File: src/hw/rtl/kal_pkg.sv
// Shared types and constants for the binary-lifting ancestor block.
`default_nettype none

package kal_pkg;

  localparam int NODE_W = 10;
  localparam int STEP_W = 10;
  localparam int FUNC_W = 2;

  localparam logic [NODE_W-1:0] NODE_COUNT_RESET = 10'd1023;

  typedef enum logic [FUNC_W-1:0] {
    FUNC_WRITE = 2'd0,
    FUNC_BUILD = 2'd1,
    FUNC_QUERY = 2'd2
  } func_t;

  typedef enum logic [2:0] {
    S_IDLE,
    S_B_RD1,
    S_B_RD2,
    S_B_WR,
    S_Q_ISSUE,
    S_Q_WAIT,
    S_Q_DONE
  } state_t;

  typedef enum logic [1:0] {
    RD_BUILD_SELF,
    RD_BUILD_MID,
    RD_QUERY
  } rd_sel_t;

  typedef struct packed {
    logic    write_parent;
    logic    start_build;
    logic    start_query;
    logic    rd_en;
    rd_sel_t rd_sel;
    logic    build_wr;
    logic    x_update;
    logic    lvl_dec;
    logic    build_adv;
    logic    out_load;
  } cmd_t;

  typedef struct packed {
    logic build_empty;
    logic over;
    logic bit_set;
    logic lvl_zero;
    logic idx_last;
    logic lvl_last;
    logic out_busy;
  } status_t;

endpackage

`default_nettype wire

File: src/hw/rtl/kal_ctrl.sv
// Controller state machine that sequences writes, table builds and queries.
`default_nettype none

module kal_ctrl
  import kal_pkg::*;
(
  input  logic              clk,
  input  logic              rst,
  input  logic              in_valid,
  input  logic [FUNC_W-1:0] in_func,
  output logic              in_ready,
  input  status_t           st,
  output cmd_t              cmd
);

  state_t state;
  state_t state_next;
  func_t  func;

  assign func = func_t'(in_func);

  always_ff @(posedge clk) begin
    if (rst) begin
      state <= S_IDLE;
    end else begin
      state <= state_next;
    end
  end

  always_comb begin
    state_next = state;
    unique case (state)
      S_IDLE: begin
        if (in_valid) begin
          unique case (func)
            FUNC_BUILD: begin
              if (!st.build_empty) state_next = S_B_RD1;
            end
            FUNC_QUERY: state_next = S_Q_ISSUE;
            default:    state_next = S_IDLE;
          endcase
        end
      end
      S_B_RD1: state_next = S_B_RD2;
      S_B_RD2: state_next = S_B_WR;
      S_B_WR: begin
        if (st.idx_last && st.lvl_last) state_next = S_IDLE;
        else state_next = S_B_RD1;
      end
      S_Q_ISSUE: begin
        priority if (st.over) state_next = S_Q_DONE;
        else if (st.bit_set) state_next = S_Q_WAIT;
        else if (st.lvl_zero) state_next = S_Q_DONE;
        else state_next = S_Q_ISSUE;
      end
      S_Q_WAIT: begin
        if (st.lvl_zero) state_next = S_Q_DONE;
        else state_next = S_Q_ISSUE;
      end
      S_Q_DONE: begin
        if (!st.out_busy) state_next = S_IDLE;
      end
      default: state_next = S_IDLE;
    endcase
  end

  always_comb begin
    cmd      = '0;
    cmd.rd_sel = RD_BUILD_SELF;
    in_ready = (state == S_IDLE);
    unique case (state)
      S_IDLE: begin
        if (in_valid) begin
          unique case (func)
            FUNC_WRITE: cmd.write_parent = 1'b1;
            FUNC_BUILD: cmd.start_build  = !st.build_empty;
            FUNC_QUERY: cmd.start_query  = 1'b1;
            default:    cmd.write_parent = 1'b0;
          endcase
        end
      end
      S_B_RD1: begin
        cmd.rd_en  = 1'b1;
        cmd.rd_sel = RD_BUILD_SELF;
      end
      S_B_RD2: begin
        cmd.rd_en  = 1'b1;
        cmd.rd_sel = RD_BUILD_MID;
      end
      S_B_WR: begin
        cmd.build_wr  = 1'b1;
        cmd.build_adv = 1'b1;
      end
      S_Q_ISSUE: begin
        if (!st.over) begin
          if (st.bit_set) begin
            cmd.rd_en  = 1'b1;
            cmd.rd_sel = RD_QUERY;
          end else if (!st.lvl_zero) begin
            cmd.lvl_dec = 1'b1;
          end
        end
      end
      S_Q_WAIT: begin
        cmd.x_update = 1'b1;
        cmd.lvl_dec  = !st.lvl_zero;
      end
      S_Q_DONE: cmd.out_load = !st.out_busy;
      default:  cmd.out_load = 1'b0;
    endcase
  end

endmodule

`default_nettype wire

File: config.mk
export PLATFORM = sky130hd
export DESIGN_NAME = kal_ctrl
export DESIGN_NICKNAME = d
export VERILOG_FILES = /design/src/hw/rtl/kal_pkg.sv /design/src/hw/rtl/kal_ctrl.sv
export SDC_FILE = /design/constraint.sdc
export NUM_CORES = 1
export LEC_CHECK = 0
export ABC_AREA = 1
export ABC_CLOCK_PERIOD_IN_PS = 1500
export BUFFER_PORTS_ARGS = -buffer_cell sky130_fd_sc_hd__buf_2
export CORE_AREA = 10 10 47 49
export DETAILED_ROUTE_END_ITERATION = 12
export DIE_AREA = 0 0 57 59
export MAX_ROUTING_LAYER = met4
export PLACE_DENSITY = 0.52
export SETUP_SLACK_MARGIN = 0.3
export SLEW_MARGIN = 20
export SYNTH_ARGS = -nofsm -noshare
export SYNTH_HDL_FRONTEND = slang
export SYNTH_SLANG_ARGS = --single-unit
File: constraint.sdc
create_clock -name clk -period 1.5 [get_ports clk]
set_input_delay 0.075 -clock clk [delete_from_list [all_inputs] [get_ports clk]]
set_output_delay 0.075 -clock clk [all_outputs]
set_load 0.05 [all_outputs]
==> impl_metrics.csv, run 1 <==
group,metric,value,unit
global_route,grt-ovfl-total,0,
sta,finalHoldViolCount,0,
worst_setup_path,cp.buffers_inverters,1,
global_route,antenna_found_initial,0,
worst_setup_path,crit_family,"simple AND/OR/NAND/NOR gates",
cells_and_area,diodes,0,
floorplanning,die_w,57,um
clock_network,htreeDepth,1,
synth,synthesis.area,342,um2
sta,setup-tns-final,0,ns
clock_network,clockBufferDepth,2,
synth,yosys_warnings,0,
job,maxCapViolCount,0,
sta,finalSetupViolCount,0,
worst_setup_path,critPathArrivalTime,1.22,ns
cells_and_area,top_register,"state",
worst_setup_path,crit_fanout,6,
routing,vias,499,
cells_and_area,layout_commonest_cell,"buf_6",
min_path,hold_depth,2,
clock_network,cts_tree,"done",
synth,syn_inst,61,
routing,dr.pass1.iters,4,
worst_setup_path,worst_path_max_delay_cell,"dfxtp_4",
placed_design,routabilityCongestion,0.797,
global_route,grt_pass1_wl,2150,um
floorplanning,design.die.area,3360,um2
cells_and_area,reg_top3,"state (3)",
routing,ant_nets,0,
cells_and_area,layout_common_cells,"buf_6, inv_1, buf_2",
global_route,grt_pass1_vias,513,
routing,wl,1280,um
clock_network,cts_root_buffer,"clkbuf_4",
worst_setup_path,cp-start-kind,"flip-flop",
cells_and_area,fin_nets,108,
clock_network,cts-buffers-inserted,3,
clock_network,clock_sinks,3,
floorplanning,core,1400,um2
cells_and_area,area_growth,126,%
synth,synth_cell_types,17,
worst_setup_path,critical_path_required,1.42,ns
power_and_ir_drop,comb_power_share,0.602,
floorplanning,initial_core_util,0.244,
routing,remaining_drc_errors,0,
sta,hold_slack,0.0238,ns
synth,synth.net_count,73,
routing,post_drt_wl_per_cell,11.6,um
sta,fin_ws,0.205,ns
routing,vias_per_cell,4.50,
worst_setup_path,critPathKind,"reg -> out",
power_and_ir_drop,switching_share,0.468,
clock_network,clk-insertion-delay-late,0.23,ns
floorplanning,placementRows,14,
power_and_ir_drop,ir_drop,0.506,mV
synth,syn_area_per_cell,5.60,um2
synth,synth_seq_cells,3,
cells_and_area,drive_above_1_share,0.589,
clock_network,hold_buffers,0,
worst_setup_path,crit_cells,4,
power_and_ir_drop,p_leak,0.357,nW
cells_and_area,n_fill_cell,149,
worst_setup_path,path_cells,"nor2_4 -> nand2_4 -> nor4_4 -> buf_6",
power_and_ir_drop,clkPwrFrac,0.219,
sta,finalCriticalPeriod,1.29,ns
floorplanning,ios,24,
worst_setup_path,reg2reg_depth,7,
sta,finalMaxSlewViolations,0,
cells_and_area,utilization,0.550,
power_and_ir_drop,powerDensity,842,nW/um2
worst_setup_path,end_kind,"primary output",
sta,skew,0.00422,ns
routing,drt_iter0_drc,9,
sta,relSlewSlack,0.827,
sta,worst_pin_slew,0.259,ns
global_route,grt_max_degree,8,
clock_network,clk_pin_slew_worst_paths,0.04,ns
floorplanning,die_h,59,um
cells_and_area,largest_register_ffs,3,
placed_design,dp_slack,0.149,ns
worst_setup_path,slowest_delay,0.37,ns
power_and_ir_drop,switching_power,0.304,mW
sta,fin_crit_sh,0.863,
synth,ys_seq_area_frac,0.176,
sta,rsz0062_at_grt,"yes",
min_path,hold_path_class,"in -> reg",
placed_design,port_buffers,23,
power_and_ir_drop,p_seq_frac,0.179,
power_and_ir_drop,p_int,0.345,mW
global_route,grt_use_total,0.0784,
sta,fmax,772,MHz
run_status,outcome,"finished clean",
placed_design,dp_hpwl,991,um
## per-stage QoR
stage | instance area (um2) | instances | power [mW]
after global routing | 771 | 111 | 0.693
after global placement | 548 | 98 | 0.403
after floorplan | 435 | 61 | 0.342
after CTS | 737 | 109 | 0.653
after detailed placement | 548 | 98 | 0.404
final | 771 | 111 | 0.649
## Yosys cell counts, drive strengths merged
master	count	share of area
nor4	3	0.055
a21oi	4	0.059
nand2	10	0.12
nor2	12	0.17
nand3	5	0.073
dfxtp	3	0.18
buf	2	0.055
nand4	3	0.055
inv	14	0.15
nor3	2	0.044
o21ai	3	0.044
## final timing paths
kind	from	endpoint	slack (ns)
setup / recovery	state[1]	cmd[9]	0.21
hold / removal	rst	state[0]	0.02
setup reg to reg	state[0]	state[1]	0.36
hold reg to reg	state[1]	state[1]	0.72
## cell families after synthesis
logic type             count (synthesis)  share of synthesized area
AOI/OAI and AO/OA                      7                      0.103
buffers and inverters                 16                      0.209
DFF                                    3                      0.176
and+or+nand+nor                       35                      0.513
## layout make-up
| class | instances | area (um2) | area share |
|---|---|---|---|
| flip-flops and latches | 3 | 71.3 | 0.0925 |
| clock buffers | 4 | 26.3 | 0.0341 |
| multi-input cells | 42 | 312 | 0.404 |
| well taps | 16 | 20.0 | 0.0260 |
| inverters | 14 | 63.8 | 0.0828 |
| repair buffers | 32 | 278 | 0.360 |
## timing repair
item,CTS,global route
endpoints found under the setup margin,15,14
pin swaps,5,2
setup buffers,7,2
gates resized for setup,33,5
## power by group through the flow
stage	Combinational [mW]	Clock (mW)	Sequential [mW]
floorplan	0.236	0	0.105
global placement	0.287	0	0.116
detailed placement	0.287	0	0.117
CTS	0.385	0.152	0.116
global route	0.420	0.155	0.118
finish	0.390	0.142	0.116
## routing by layer
layer	track usage	wire [um]	part of all wire	vias up
met5	-	0	0	-
met4	0.0302	0	0	0
met3	0.0322	82	0.064	0
met2	0.138	708	0.55	15
met1	0.0754	492	0.38	217
li1	-	-	-	267
Note: power is estimated with default switching activity, not from simulation.
==> inputs of run 2 (changes only) <==
- CTS_BUF_LIST: not set -> sky130_fd_sc_hd__clkbuf_16
==> run 2 against run 1 <==
Against the previous run: clock power increased to 2.9 times the previous value; wire length up 2.6%; non-clock buffer count fell by 4; clock skew shrank 0.0027 ns.
==> impl_metrics.csv, run 2 (synthesis results as in run 1) <==
group,metric,value,unit
clock_network,cts-buffers-inserted,3,
sta,fmax,780,MHz
floorplanning,die_h,59,um
clock_network,htreeDepth,1,
worst_setup_path,crit_cells,4,
floorplanning,initial_core_util,0.244,
cells_and_area,top_register,"state",
global_route,grt_pass1_wl,2190,um
global_route,grt-ovfl-total,0,
worst_setup_path,cp-start-kind,"flip-flop",
routing,remaining_drc_errors,0,
clock_network,cts_root_buffer,"clkbuf_16",
routing,post_drt_wl_per_cell,12.3,um
clock_network,clk-insertion-delay-late,0.22,ns
routing,wl,1320,um
sta,setup-tns-final,0,ns
routing,ant_nets,0,
floorplanning,core,1400,um2
worst_setup_path,critPathArrivalTime,1.21,ns
global_route,grt_use_total,0.0820,
cells_and_area,final_cell_count_no_fill,107,
sta,worst_pin_slew,0.260,ns
floorplanning,ios,24,
job,maxCapViolCount,0,
cells_and_area,reg_top3,"state (3)",
min_path,hold_path_class,"in -> reg",
sta,finalSetupViolCount,0,
cells_and_area,fin_nets,104,
cells_and_area,drive_above_1_share,0.571,
cells_and_area,diodes,0,
cells_and_area,n_fill_cell,146,
sta,finalMaxSlewViolations,0,
clock_network,clockBufferDepth,2,
routing,dr.pass1.iters,4,
routing,drt_iter0_drc,11,
cells_and_area,multi_input_comb_area,312,um2
cells_and_area,area_growth,129,%
floorplanning,design.die.area,3360,um2
worst_setup_path,path_cells,"nor2_4 -> nand2_4 -> nor4_4 -> buf_6",
cells_and_area,largest_register_ffs,3,
power_and_ir_drop,powerDensity,1160,nW/um2
sta,rsz0062_at_grt,"yes",
worst_setup_path,worst_path_max_delay_cell,"dfxtp_4",
sta,skew,0.00152,ns
worst_setup_path,reg2reg_depth,7,
clock_network,clk_pin_slew_worst_paths,0.03,ns
global_route,grt_max_degree,8,
worst_setup_path,end_kind,"primary output",
worst_setup_path,slowest_delay,0.35,ns
routing,vias_per_cell,4.51,
sta,relSlewSlack,0.826,
placed_design,routabilityCongestion,0.797,
worst_setup_path,critPathKind,"reg -> out",
worst_setup_path,cp.buffers_inverters,1,
cells_and_area,layout_commonest_cell,"inv_1",
placed_design,port_buffers,23,
worst_setup_path,critical_path_required,1.42,ns
power_and_ir_drop,ir_drop,0.845,mV
placed_design,dp_hpwl,991,um
power_and_ir_drop,p_leak,0.361,nW
cells_and_area,layout_common_cells,"inv_1, buf_2, buf_6",
sta,fin_crit_sh,0.854,
sta,finalHoldViolCount,0,
run_status,outcome,"finished clean",
cells_and_area,final_cell_area,783,um2
routing,vias,483,
worst_setup_path,crit_family,"simple AND/OR/NAND/NOR gates",
global_route,grt_pass1_vias,502,
sta,finalCriticalPeriod,1.28,ns
clock_network,cts_tree,"done",
floorplanning,die_w,57,um
worst_setup_path,crit_fanout,5,
clock_network,clock_sinks,3,
floorplanning,placementRows,14,
min_path,hold_depth,2,
placed_design,dpl_cell_area,548,um2
cells_and_area,seq_area,71.3,um2
placed_design,dp_cells,98,
global_route,antenna_found_initial,0,
[run 2: area by class of cell]
cell class	instances	share of cell area
clock buffer	3	0.0958
inverter	14	0.0783
clock inverter	1	0.00479
sequential	3	0.0911
multi-input combinational	42	0.398
timing repair buffer	28	0.307
tap	16	0.0256
[run 2: stage by stage]
stage                     setup WS (ns)  power (mW)  utilization  hold slack, ns
after global routing              0.129       0.953        0.559          0.0524
after CTS                         0.209       0.910        0.543          0.0340
after global placement            0.192       0.403        0.391           0.268
after detailed placement          0.149       0.404        0.391           0.276
final                             0.219       0.910        0.559          0.0362
after floorplan                   0.146       0.342            -           0.137
[run 2: repair_timing]
action / 4_1_cts / 5_1_grt
setup buffers: 4 / 1
resized for setup: 31 / 4
pin swaps: 3 / 1
hold buffers: 0 / 0
endpoints found under the setup margin: 15 / 13
[run 2: final timing paths]
kind,from,to,slack [ns]
max,state[0],cmd[9],0.22
min reg2reg,state[2],state[1],0.68
max reg2reg,state[0],state[1],0.34
min,rst,state[0],0.04
[run 2: routing by layer]
| metal | track usage | up-vias | part of all wire |
|---|---|---|---|
| li1 | - | 255 | - |
| met1 | 0.0754 | 211 | 0.38 |
| met2 | 0.141 | 15 | 0.54 |
| met3 | 0.0386 | 2 | 0.070 |
| met4 | 0.0403 | 0 | 0.0084 |
| met5 | - | - | 0 |
[run 2: power by group]
group | switching (mW) | internal [mW] | leakage (nW)
logic | 0.234 | 0.142 | 0.292
registers | 0.0246 | 0.0917 | 0.0267
clock network | 0.0734 | 0.344 | 0.0423
total | 0.332 | 0.577 | 0.361
